<file path="src/rtl/ibsc_pkg.sv">
`default_nettype none
// ----------------------------------------------------------------------------
// ibsc_pkg: shared types and arithmetic for the integral backstepping block
// Register codes, operation tags for the shared multiplier, sequencer steps
// and the Q16.16 saturate and clamp helpers.
// ----------------------------------------------------------------------------
package ibsc_pkg;

  localparam int DATA_W = 32;
  localparam int LIM_W  = 31;
  localparam int SUM_W  = 35;
  localparam int OPA_W  = 33;
  localparam int PROD_W = OPA_W + DATA_W;
  localparam int FRAC_W = 16;
  localparam int STEP_W = 4;

  typedef logic signed [DATA_W-1:0] word_t;
  typedef logic signed [SUM_W-1:0]  sum_t;
  typedef logic signed [PROD_W-1:0] prod_t;
  typedef logic        [LIM_W-1:0]  ulim_t;

  // Configuration register indexes
  typedef enum logic [2:0] {
    REG_C1         = 3'd0,
    REG_C2         = 3'd1,
    REG_LAMBDA     = 3'd2,
    REG_INV_B1     = 3'd3,
    REG_INV_PERIOD = 3'd4,
    REG_LIMIT      = 3'd5
  } reg_idx_t;

  typedef struct packed {
    word_t c1;
    word_t c2;
    word_t lambda;
    word_t inv_b1;
    ulim_t inv_period;
    ulim_t limit;
  } cfg_t;

  // Tag travelling with each product through the multiplier
  typedef enum logic [3:0] {
    OP_NONE,
    OP_CHI,
    OP_DPHI,
    OP_C1E1,
    OP_C1C1,
    OP_C1LAM,
    OP_LAMCHI,
    OP_K1E1,
    OP_K2E2,
    OP_K3CHI,
    OP_DRIVE
  } op_t;

  typedef struct packed {
    op_t                     tag;
    logic signed [OPA_W-1:0] a;
    word_t                   b;
  } mul_req_t;

  typedef enum logic [1:0] {
    ST_IDLE,
    ST_CALC,
    ST_DONE
  } state_t;

  // Sequencer steps: a multiply is issued at each named step but the last, bubble before the drive step
  localparam logic [STEP_W-1:0] SP_CHI    = 4'd0;
  localparam logic [STEP_W-1:0] SP_DPHI   = 4'd1;
  localparam logic [STEP_W-1:0] SP_C1E1   = 4'd2;
  localparam logic [STEP_W-1:0] SP_C1C1   = 4'd3;
  localparam logic [STEP_W-1:0] SP_C1LAM  = 4'd4;
  localparam logic [STEP_W-1:0] SP_LAMCHI = 4'd5;
  localparam logic [STEP_W-1:0] SP_K1E1   = 4'd6;
  localparam logic [STEP_W-1:0] SP_K2E2   = 4'd7;
  localparam logic [STEP_W-1:0] SP_K3CHI  = 4'd8;
  localparam logic [STEP_W-1:0] SP_DRIVE  = 4'd10;
  localparam logic [STEP_W-1:0] SP_LAST   = 4'd11;

  localparam sum_t Q_ONE   = sum_t'(64'sd65536);
  localparam sum_t S32_MAX = sum_t'(64'sd2147483647);
  localparam sum_t S32_MIN = sum_t'(-64'sd2147483648);

  localparam logic signed [PROD_W-FRAC_W-1:0] P_MAX =
    (PROD_W-FRAC_W)'(64'sd2147483647);
  localparam logic signed [PROD_W-FRAC_W-1:0] P_MIN =
    (PROD_W-FRAC_W)'(-64'sd2147483648);

  // Saturate a wide sum to the signed 32-bit range
  function automatic word_t sat32(input sum_t v);
    word_t r;
    if (v > S32_MAX) begin
      r = word_t'(S32_MAX);
    end else if (v < S32_MIN) begin
      r = word_t'(S32_MIN);
    end else begin
      r = word_t'(v);
    end
    return r;
  endfunction

  // Symmetric clamp to +-lim
  function automatic word_t clamp_lim(input sum_t v, input ulim_t lim);
    sum_t l;
    sum_t nl;
    word_t r;
    l  = sum_t'({1'b0, lim});
    nl = -l;
    if (v > l) begin
      r = word_t'(l);
    end else if (v < nl) begin
      r = word_t'(nl);
    end else begin
      r = word_t'(v);
    end
    return r;
  endfunction

  // Product to Q16.16: floor shift by the fraction width, then saturate
  function automatic word_t shift_sat(input prod_t p);
    logic signed [PROD_W-FRAC_W-1:0] s;
    word_t r;
    s = p[PROD_W-1:FRAC_W];
    if (s > P_MAX) begin
      r = word_t'(P_MAX);
    end else if (s < P_MIN) begin
      r = word_t'(P_MIN);
    end else begin
      r = word_t'(s);
    end
    return r;
  endfunction

endpackage : ibsc_pkg
`default_nettype wire

</file>
<file path="src/rtl/ibsc_mul.sv">
`default_nettype none
// ----------------------------------------------------------------------------
// ibsc_mul: shared signed multiplier
// One 33x32 signed product per cycle, registered with its operation tag;
// the registered product is shifted to Q16.16 and saturated on the way out.
// ----------------------------------------------------------------------------
module ibsc_mul import ibsc_pkg::*; (
  input  wire logic     clk,
  input  wire logic     rst,
  input  wire mul_req_t req,
  output word_t         res,
  output op_t           res_tag
);

  prod_t prod;
  op_t   tag;

  // Product register
  always_ff @(posedge clk) begin
    prod <= req.a * req.b;
  end

  // Tag register, cleared so nothing is consumed after reset
  always_ff @(posedge clk) begin
    if (rst) begin
      tag <= OP_NONE;
    end else begin
      tag <= req.tag;
    end
  end

  assign res     = shift_sat(prod);
  assign res_tag = tag;

endmodule : ibsc_mul
`default_nettype wire

</file>
<file path="src/rtl/ibsc_core.sv">
`default_nettype none
// ----------------------------------------------------------------------------
// ibsc_core: sequencer and datapath of the integral backstepping controller
// Issues the multiplies in sequence into the shared multiplier and folds each
// tagged product into the integral, desired-angle, working and result registers.
// ----------------------------------------------------------------------------
module ibsc_core import ibsc_pkg::*; (
  input  wire logic  clk,
  input  wire logic  rst,
  input  wire cfg_t  cfg,
  input  wire logic  in_valid,
  output logic       in_ready,
  input  wire word_t angle_error,
  input  wire word_t desired_angle,
  input  wire word_t measured_rate,
  output logic       res_valid,
  input  wire logic  res_take,
  output word_t      result
);

  state_t            state;
  state_t            state_next;
  logic [STEP_W-1:0] step;
  logic [STEP_W-1:0] step_next;
  logic              start;

  word_t e1;
  word_t phi;
  word_t rate;
  word_t integral_term;
  word_t prev_angle;
  sum_t  acc;
  word_t k1;
  word_t k3;
  word_t wd;
  word_t bracket;

  word_t                   k2;
  word_t                   e2;
  logic signed [OPA_W-1:0] dphi_diff;
  mul_req_t                req;
  word_t                   res;
  op_t                     res_tag;

  assign start = in_valid && in_ready;

  // Next state
  always_comb begin
    state_next = state;
    step_next  = step;
    unique case (state)
      ST_IDLE: begin
        step_next = SP_CHI;
        if (start) begin
          state_next = ST_CALC;
        end
      end
      ST_CALC: begin
        step_next = step + 4'd1;
        if (step == SP_LAST) begin
          state_next = ST_DONE;
        end
      end
      ST_DONE: begin
        if (res_take) begin
          state_next = ST_IDLE;
        end
      end
      default: state_next = ST_IDLE;
    endcase
  end

  // State outputs; no transfer is taken while reset is held
  always_comb begin
    in_ready  = 1'b0;
    res_valid = 1'b0;
    unique case (state)
      ST_IDLE: in_ready  = !rst;
      ST_CALC: ;
      ST_DONE: res_valid = 1'b1;
      default: ;
    endcase
  end

  always_ff @(posedge clk) begin
    if (rst) begin
      state <= ST_IDLE;
      step  <= SP_CHI;
    end else begin
      state <= state_next;
      step  <= step_next;
    end
  end

  // Derived operands
  assign k2        = sat32(sum_t'(cfg.c1) + sum_t'(cfg.c2));
  assign e2        = sat32(sum_t'(wd) - sum_t'(rate));
  assign dphi_diff = {phi[DATA_W-1], phi} - {prev_angle[DATA_W-1], prev_angle};

  // Operand select for the step being issued
  always_comb begin
    req.tag = OP_NONE;
    req.a   = '0;
    req.b   = '0;
    if (state == ST_CALC) begin
      case (step)
        SP_CHI: begin
          req.tag = OP_CHI;
          req.a   = {e1[DATA_W-1], e1};
          req.b   = cfg.lambda;
        end
        SP_DPHI: begin
          req.tag = OP_DPHI;
          req.a   = dphi_diff;
          req.b   = word_t'({1'b0, cfg.inv_period});
        end
        SP_C1E1: begin
          req.tag = OP_C1E1;
          req.a   = {cfg.c1[DATA_W-1], cfg.c1};
          req.b   = e1;
        end
        SP_C1C1: begin
          req.tag = OP_C1C1;
          req.a   = {cfg.c1[DATA_W-1], cfg.c1};
          req.b   = cfg.c1;
        end
        SP_C1LAM: begin
          req.tag = OP_C1LAM;
          req.a   = {cfg.c1[DATA_W-1], cfg.c1};
          req.b   = cfg.lambda;
        end
        SP_LAMCHI: begin
          req.tag = OP_LAMCHI;
          req.a   = {cfg.lambda[DATA_W-1], cfg.lambda};
          req.b   = integral_term;
        end
        SP_K1E1: begin
          req.tag = OP_K1E1;
          req.a   = {k1[DATA_W-1], k1};
          req.b   = e1;
        end
        SP_K2E2: begin
          req.tag = OP_K2E2;
          req.a   = {k2[DATA_W-1], k2};
          req.b   = e2;
        end
        SP_K3CHI: begin
          req.tag = OP_K3CHI;
          req.a   = {k3[DATA_W-1], k3};
          req.b   = integral_term;
        end
        SP_DRIVE: begin
          req.tag = OP_DRIVE;
          req.a   = {cfg.inv_b1[DATA_W-1], cfg.inv_b1};
          req.b   = bracket;
        end
        default: ;
      endcase
    end
  end

  ibsc_mul u_mul (
    .clk     (clk),
    .rst     (rst),
    .req     (req),
    .res     (res),
    .res_tag (res_tag)
  );

  // Controller state: integral term and last desired angle
  always_ff @(posedge clk) begin
    if (rst) begin
      integral_term <= '0;
      prev_angle    <= '0;
    end else begin
      case (res_tag)
        OP_CHI:  integral_term <= clamp_lim(sum_t'(integral_term) + sum_t'(res),
                                            cfg.limit);
        OP_DPHI: prev_angle    <= phi;
        default: ;
      endcase
    end
  end

  // Input capture on transfer
  always_ff @(posedge clk) begin
    if (start) begin
      e1   <= angle_error;
      phi  <= desired_angle;
      rate <= measured_rate;
    end
  end

  // Fold each product into the working registers
  always_ff @(posedge clk) begin
    case (res_tag)
      OP_DPHI:   acc     <= sum_t'(res);
      OP_C1E1:   acc     <= acc + sum_t'(res);
      OP_C1C1:   k1      <= sat32(Q_ONE - sum_t'(res) + sum_t'(cfg.lambda));
      OP_C1LAM:  k3      <= res;
      OP_LAMCHI: wd      <= clamp_lim(acc + sum_t'(res), cfg.limit);
      OP_K1E1:   acc     <= sum_t'(res);
      OP_K2E2:   acc     <= acc + sum_t'(res);
      OP_K3CHI:  bracket <= sat32(acc - sum_t'(res));
      OP_DRIVE:  result  <= clamp_lim(sum_t'(res), cfg.limit);
      default: ;
    endcase
  end

  // The final product lands exactly in the last step
  a_drive_last: assert property (@(posedge clk) disable iff (rst)
    (state == ST_CALC && step == SP_LAST) |-> (res_tag == OP_DRIVE))
    else $error("drive product not in flight at last step");

  a_done_quiet: assert property (@(posedge clk) disable iff (rst)
    (state == ST_DONE) |-> (res_tag == OP_NONE))
    else $error("multiplier busy while result is held");

  a_start_seq: assert property (@(posedge clk) disable iff (rst)
    start |=> (state == ST_CALC && step == SP_CHI))
    else $error("sequence did not start at first step");

  a_last_done: assert property (@(posedge clk) disable iff (rst)
    (state == ST_CALC && step == SP_LAST) |=> (state == ST_DONE))
    else $error("sequence did not finish after last step");

endmodule : ibsc_core
`default_nettype wire

</file>
<file path="src/rtl/integral_backstepping_controller.sv">
`default_nettype none
// ----------------------------------------------------------------------------
// integral_backstepping_controller: Q16.16 integral backstepping control law
// Configuration registers, output register and the sequenced core.
// ----------------------------------------------------------------------------
// Usage
//   Input channel (in_valid/in_ready): one transfer carries angle_error,
//   desired_angle and measured_rate for one control tick.
//   Output channel (out_valid/out_ready): one drive value per input item.
//   Configuration channel (cfg_valid/cfg_ready, cfg_index, cfg_data): ready
//   whenever reset is low; indexes 0..5 select c1, c2, lambda, 1/b1, 1/dT
//   and limit, other indexes are dropped. Write only while no item is in
//   progress.
//   One shared 33x32 multiplier does ten products, one per cycle, with a
//   bubble before the final one. A new item is taken only after the core
//   has handed the previous result to the output register.
//   The output register holds a finished result while the receiver stalls,
//   and the next input is taken meanwhile; its result waits in the core
//   until the output register frees.
//   Reset clears the configuration, the integral term and the stored
//   desired angle to zero; no output is valid after reset.
// ----------------------------------------------------------------------------
module integral_backstepping_controller import ibsc_pkg::*; (
  input  wire logic        clk,
  input  wire logic        rst,
  input  wire logic        cfg_valid,
  output logic             cfg_ready,
  input  wire logic [2:0]  cfg_index,
  input  wire logic [31:0] cfg_data,
  input  wire logic        in_valid,
  output logic             in_ready,
  input  wire word_t       angle_error,
  input  wire word_t       desired_angle,
  input  wire word_t       measured_rate,
  output logic             out_valid,
  input  wire logic        out_ready,
  output word_t            drive
);

  cfg_t  cfg;
  logic  res_valid;
  logic  res_take;
  word_t result;

  assign cfg_ready = !rst;

  // Configuration registers
  always_ff @(posedge clk) begin
    if (rst) begin
      cfg <= '0;
    end else if (cfg_valid && cfg_ready) begin
      unique case (cfg_index)
        REG_C1:         cfg.c1         <= cfg_data;
        REG_C2:         cfg.c2         <= cfg_data;
        REG_LAMBDA:     cfg.lambda     <= cfg_data;
        REG_INV_B1:     cfg.inv_b1     <= cfg_data;
        REG_INV_PERIOD: cfg.inv_period <= cfg_data[LIM_W-1:0];
        REG_LIMIT:      cfg.limit      <= cfg_data[LIM_W-1:0];
        default: ;
      endcase
    end
  end

  ibsc_core u_core (
    .clk           (clk),
    .rst           (rst),
    .cfg           (cfg),
    .in_valid      (in_valid),
    .in_ready      (in_ready),
    .angle_error   (angle_error),
    .desired_angle (desired_angle),
    .measured_rate (measured_rate),
    .res_valid     (res_valid),
    .res_take      (res_take),
    .result        (result)
  );

  // Output register: load when empty or being emptied
  assign res_take = res_valid && (!out_valid || out_ready);

  always_ff @(posedge clk) begin
    if (rst) begin
      out_valid <= 1'b0;
    end else if (res_take) begin
      out_valid <= 1'b1;
    end else if (out_ready) begin
      out_valid <= 1'b0;
    end
  end

  always_ff @(posedge clk) begin
    if (res_take) begin
      drive <= result;
    end
  end

endmodule : integral_backstepping_controller
`default_nettype wire

</file>
<file path="config.mk">
export PLATFORM = sky130hd
export DESIGN_NAME = integral_backstepping_controller
export DESIGN_NICKNAME = d
export VERILOG_FILES = /design/src/rtl/ibsc_pkg.sv /design/src/rtl/ibsc_mul.sv /design/src/rtl/ibsc_core.sv /design/src/rtl/integral_backstepping_controller.sv
export SDC_FILE = /design/constraint.sdc
export NUM_CORES = 2
export LEC_CHECK = 0
export ABC_AREA = 1
export CELL_PAD_IN_SITES_DETAIL_PLACEMENT = 0
export CELL_PAD_IN_SITES_GLOBAL_PLACEMENT = 1
export CORE_ASPECT_RATIO = 0.6
export CORE_MARGIN = 1
export CORE_UTILIZATION = 40
export CTS_CLUSTER_SIZE = 10
export DETAILED_ROUTE_END_ITERATION = 6
export DONT_BUFFER_PORTS = 1
export GPL_ROUTABILITY_DRIVEN = 0
export PLACE_DENSITY = 0.8
export SETUP_SLACK_MARGIN = 0.4
export SYNTH_ARGS = -nofsm -noshare
export SYNTH_HDL_FRONTEND = slang
export SYNTH_SLANG_ARGS = --single-unit
</file>
<file path="constraint.sdc">
create_clock -name clk -period 14.25 [get_ports clk]
set_input_delay 0.7125 -clock clk [delete_from_list [all_inputs] [get_ports clk]]
set_output_delay 0.7125 -clock clk [all_outputs]
set_load 0.05 [all_outputs]
</file>
Yosys cells after proc, flatten, opt, wreduce, memory -nomap -nowiden
Cells that the tools add are included.

Register bits after elaboration: 653. Bits in latches: 0. Memory bits (writable): 0. Bits in read-only memories: 0. Output and inout bits: 35. Word-level logic and storage cells: 131. Memories: 0.

Add/sub/neg operators: 10. $mul: 1. Divide/modulo/power cells: 0. Magnitude comparators: 16. Equality and inequality tests: 30. Shift-type cells: 0. Mux-type cells: 26. Bitwise gates (word level): 1. Reduce and logical (&&, ||, !) cells: 22.

Operators by type and width (number): one-hot mux 69 bit (10 select lines) (1); two-way mux 32 bit (12); greater-than comparator 35 x 32 -> 1 bit, second input constant (4); less-than comparator 35 x 32 -> 1 bit, second input constant (4); greater-than comparator 35 x 32 -> 1 bit (2); less-than comparator 35 bit (2); one-hot mux 35 bit (2 select lines) (1); adder 32 x 32 -> 33 bit (2); subtractor 32 x 32 -> 33 bit (2); multiplier 33 x 32 -> 65 bit (1); two-way mux 65 bit (1); two-way mux 31 bit (2); greater-than comparator 49 x 32 -> 1 bit, second input constant (1); less-than comparator 49 x 32 -> 1 bit, second input constant (1); adder 35 x 32 -> 35 bit (1); less-than comparator 32 x 35 -> 1 bit (1); negator 31 -> 35 bit (1); subtractor 35 x 32 -> 35 bit (1); adder 33 x 32 -> 34 bit (1); subtractor 18 x 32 -> 33 bit, first input constant (1); equality test 4 x 3 -> 1 bit, second input constant (8); greater-than comparator 32 bit (1); equality test 4 bit, second input constant (6); equality test 4 x 2 -> 1 bit, second input constant (4); 24 further kinds (45).

Longest topological paths before layout
Depth in word-level cells: 7. Mapped depth: 52. Depth with buffers taken out: 51.

Hierarchy
Synthesis repeated with hierarchy kept, for this count alone.

Cell total of the unflattened synthesis: 11613. Area, all modules: 86435.4 um2.

Modules (own cells, without submodules): ibsc_mul (times used 1, cells an instance 5274, area an instance 40904.2 um2, sequential area each 1061.0 um2); ibsc_core (times used 1, cells an instance 5225, area an instance 37136.9 um2, sequential area each 10139.7 um2); integral_backstepping_controller (times used 1, cells an instance 1114, area an instance 8394.3 um2, sequential area each 4784.6 um2).

Least setup slack after synthesis
OpenSTA, ideal clock, no wires.

Kind: reg2reg. Start point: reg u_core.phi[0]. End point: reg u_core.u_mul.prod[56]. Data arrival time: 9292 ps. Data required time: 14138 ps. Slack: 4846 ps. Stages on the path, launching flop included: 43. Buffers on the path: 1. Period minus slack after synthesis: 9404 ps. Cell sequence: edfxtp_1 inv_1 ha_1 inv_1 fa_1 nand3_1 nand2_1 a21oi_1 o21ai_0 a21oi_1 inv_1 nand3_1 nand3_1 nand2_1 o211ai_1 a21oi_1 a21oi_1 o21ai_2 (+7 left out) inv_1 fa_1 inv_1 fa_1 inv_1 fa_1 inv_1 fa_1 ha_1 nand2_1 nor2_1 inv_1 nor2_1 inv_1 nor4_1 nand2_1 nand3_1 nand2_1.

Word-level cells in the longest chain between the ends: 4.

Ends and longest elaborated chain: start, declared (RTL line ibsc_core.sv:28) `word_t phi;`; start signal, assigned (RTL line ibsc_core.sv:189) `phi <= desired_angle;`; subtractor 32 x 32 -> 33 bit (RTL line ibsc_core.sv:98) `assign dphi_diff = {phi[DATA_W-1], phi} - {prev_angle[DATA_W-1], prev_angle};`; one-hot mux 69 bit (10 select lines) (RTL line ibsc_core.sv:106) `case (step)`; two-way mux 65 bit (RTL line ibsc_core.sv:105) `if (state == ST_CALC) begin`; multiplier 33 x 32 -> 65 bit (RTL line ibsc_mul.sv:20) `prod <= req.a * req.b;`; end signal, assigned (RTL line ibsc_mul.sv:20); end, declared (RTL line ibsc_mul.sv:15) `prod_t prod;`.

Every way passes these cells. A chain may end at the register's enable or synchronous reset.

Worst setup path in the final report
Start point: reg u_core.phi[0]. End point: reg u_core.u_mul.prod[62].

Same word-level chain as after synthesis.

==> key figures <==
Die
  – Die Wd: 579 um
  – Die H: 348 um
  – Core area: 0.198 mm2
  – # rows: 126
  – Starting density of the core: 40.5%
  – Die area: 0.202 mm2
  – IO Pins: 171

Worst setup path
  – Reg2reg end: u_core.u_mul.prod[62]
  – Crit path kind: register to register
  – Worst-path maximum fanout: 25
  – Startpoint Class: register
  – CP max stage delay: 0.97 ns
  – R2R Path Start: u_core.phi[0]
  – CP required: 14.85 ns
  – Most used cell, CP: fa_1
  – Slowest CP cell: fa_1
  – Worst Reg-to-Reg Cells: 42
  – R2R Setup Slk: 2.45 ns
  – CP arrival: 12.40 ns
  – Endpoint type of the worst setup path: register

Detailed routing
  – Final ANT Viol Nets: 0
  – Total routed wirelength: 338000 um
  – First-pass DRT Iterations: 7
  – DRC: 0
  – Avg WL per Cell: 27.4 um
  – Routed vias: 72586
  – Initial DRC count: 11459
  – Routed vias/inst: 5.88

Yosys
  – Register area share after synthesis: 20.0%
  – EDFF count, synth: 323
  – Mean Syn Cell Area: 8.19 um2
  – Mapped Nets: 11655
  – Synth Flop Type: edfxtp_1
  – Register bit count reported by yosys: 637
  – Cells after Synth: 9758
  – Ys Warns: 0
  – Synth async-reset ratio: 0%
  – Post-Synthesis Cell Area: 0.0800 mm2
  – Synth cell types: 78

CTS
  – Clock slew at reported path FFs: 0.06 ns
  – TritonCTS Buffers: 76
  – Clk Latency, worst-skew pair: 0.73 ns
  – Clk buf depth: 3
  – Clock Sinks: 637
  – TritonCTS clock tree: built
  – Hold_buf cts: 0
  – Root buf cell: clkbuf_16
  – Post_cts resized: 0
  – CTS H-tree lvls: 3
  – Post-CTS Setup Bufs: 0

Timing
  – Pins Over Slew Limit: 4
  – TNS Setup: 0 ns
  – Fin Clk Skew: 0.0415 ns
  – Final setup fails: 0
  – Slew HR: -8.44%
  – Tmin final: 11.80 ns
  – Fmax: 84.7 MHz
  – Worst slew pin tran: 1.62 ns
  – RSZ-0062 raised after global routing: false
  – Slack of the critical path: 2.45 ns
  – Fin crit share: 82.8%
  – Hold Violations, Final: 0

Worst hold path
  – Worst Hold Path EP: u_core.state[1]
  – Hold depth: 1
  – Worst min path class: input port to register
  – Hold Crit Start: rst

Placement
  – Post-DP HPWL: 277000 um
  – DP Worst Slack: 2.92 ns
  – Placed cells: 12194
  – Port Buffers: 0

Layout
  – Layout area overhead: 7.08%
  – Largest register FFs: 190
  – Top Registers: cfg (190), u_core.u_mul.prod (49), u_core.acc (35)
  – Final nets: 11546
  – Commonest non-fill, non-tap cell in the layout: nand2_1
  – Most frequent cells in the layout: 1794 x nand2_1, 1659 x inv_1, 1149 x nor2_1
  – Final Instance Count excl. Fillers: 12351
  – Fill count: 19480
  – Layout cells sized above 1: 4.63%
  – Biggest register: cfg
  – Fin util: 43.3%

Power and ir drop
  – Total chip power: 14.0 mW
  – Lkg Pwr: 39.9 nW
  – Pwr/cell area: 164 mW/mm2
  – VDD IR max: 204 uV

GRT
  – Global-route wire length before repair: 482000 um
  – Largest net degree at the start of global routing: 95
  – GRT Total Usage: 33.1%
  – Met2 GRT Util: 38.8%
  – Busiest grt layer: met1
  – Met1 Use GR: 49.5%
  – Number of global-route vias before repair: 67792
  – GR Util met3: 19.9%
  – GRT overflow: 0
  – Initial antenna violation count: 36

Run status
  – Status: finished, violations left
  – Failing checks: capacitance limit, slew limit

Job
  – # Max-Cap Violations: 1
worst max-delay path by stage:
| stage | endpoint | startpoint | cells after the start |
|---|---|---|---|
| 6_report | u_core.u_mul.prod[62] | u_core.phi[0] | 42 |
| 4_1_cts | u_core.u_mul.prod[62] | u_core.phi[0] | 42 |
| 2_1_floorplan | u_core.u_mul.prod[56] | u_core.phi[0] | 42 |
| 5_1_grt | u_core.u_mul.prod[62] | u_core.phi[0] | 42 |
| 3_5_place_dp | u_core.u_mul.prod[62] | u_core.phi[0] | 42 |
| 3_3_place_gp | u_core.u_mul.prod[62] | u_core.phi[0] | 42 |
layout make-up:
class	instances	area [um2]	area share, %
Sequential cell	637	16000	18.7
Timing Repair Buffer	180	1350	1.58
Inverter	1692	6360	7.43
Tap cell	2624	3280	3.83
Clock buffer	127	2140	2.50
Antenna cell	18	45.0	0.0526
Clock inverter	11	210	0.246
Multi-Input combinational cell	7062	56200	65.7
cells in the mapped netlist (27+ instances only):
library cell  instances  area (um2)
nand4_1              56         350
nor3_1               68         340
clkbuf_1            258         968
o21ai_2              35         307
nand3_1             156         781
a21oi_1             604        3020
nand2_2              27         169
o21ai_0             604        3020
xnor2_1              59         517
dfxtp_1             314        6290
a31oi_1              48         300
nand2_1            1795        6740
xor2_1              184        1610
buf_2                83         415
a211oi_1             27         203
inv_1              1662        6240
o2111ai_1            32         280
a221oi_1             43         377
o211ai_1            104         781
edfxtp_1            323        9700
fa_1               1119       22400
ha_1                642        8030
o21a_1               35         263
nor2_1             1161        4360
metal layers:
metal / up-vias / wire length, um
met3: 563 / 69300
met1: 35564 / 145000
met4: 34 / 8050
met5: - / 508
met2: 5577 / 115000
li1: 30848 / -
metrics by stage:
stage | instance area, um2 | hold WS, ns
after detailed placement | 83200 | 0.405
after CTS | 85600 | 0.0263
after floorplan | 80000 | 0.400
final | 85600 | 0.0722
after global routing | 85600 | 0.0506
after global placement | 83200 | 0.400
critical path: cells and delay by family, from the launching register on:
kind | cells | cell delay (ns)
flops | 1 | 0.36
simple gates | 12 | 1.96
buf+inv | 7 | 0.68
compound gates | 12 | 3.13
fa+ha+maj | 11 | 5.52
kinds of logic (layout without fill, tap and decap cells):
group / Yosys count / in the layout / synth area share, %
other cells: 0 / 18 / 0
simple gates: 3337 / 3337 / 16.7
flops: 637 / 637 / 20.0
compound gates: 1719 / 1719 / 12.7
fa+ha+maj: 1761 / 1761 / 38.1
buf+inv: 2059 / 2010 / 9.88
xor+xnor: 245 / 245 / 2.70
where the power goes:
group / total [mW] / leakage (nW) / switching (mW) / internal [mW]
combinational: 9.74 / 33.3 / 6.98 / 2.76
sequential: 2.30 / 5.48 / 0.0863 / 2.21
clock: 1.97 / 1.11 / 0.919 / 1.06
No activity file was read; power rests on OpenSTA's default activity.
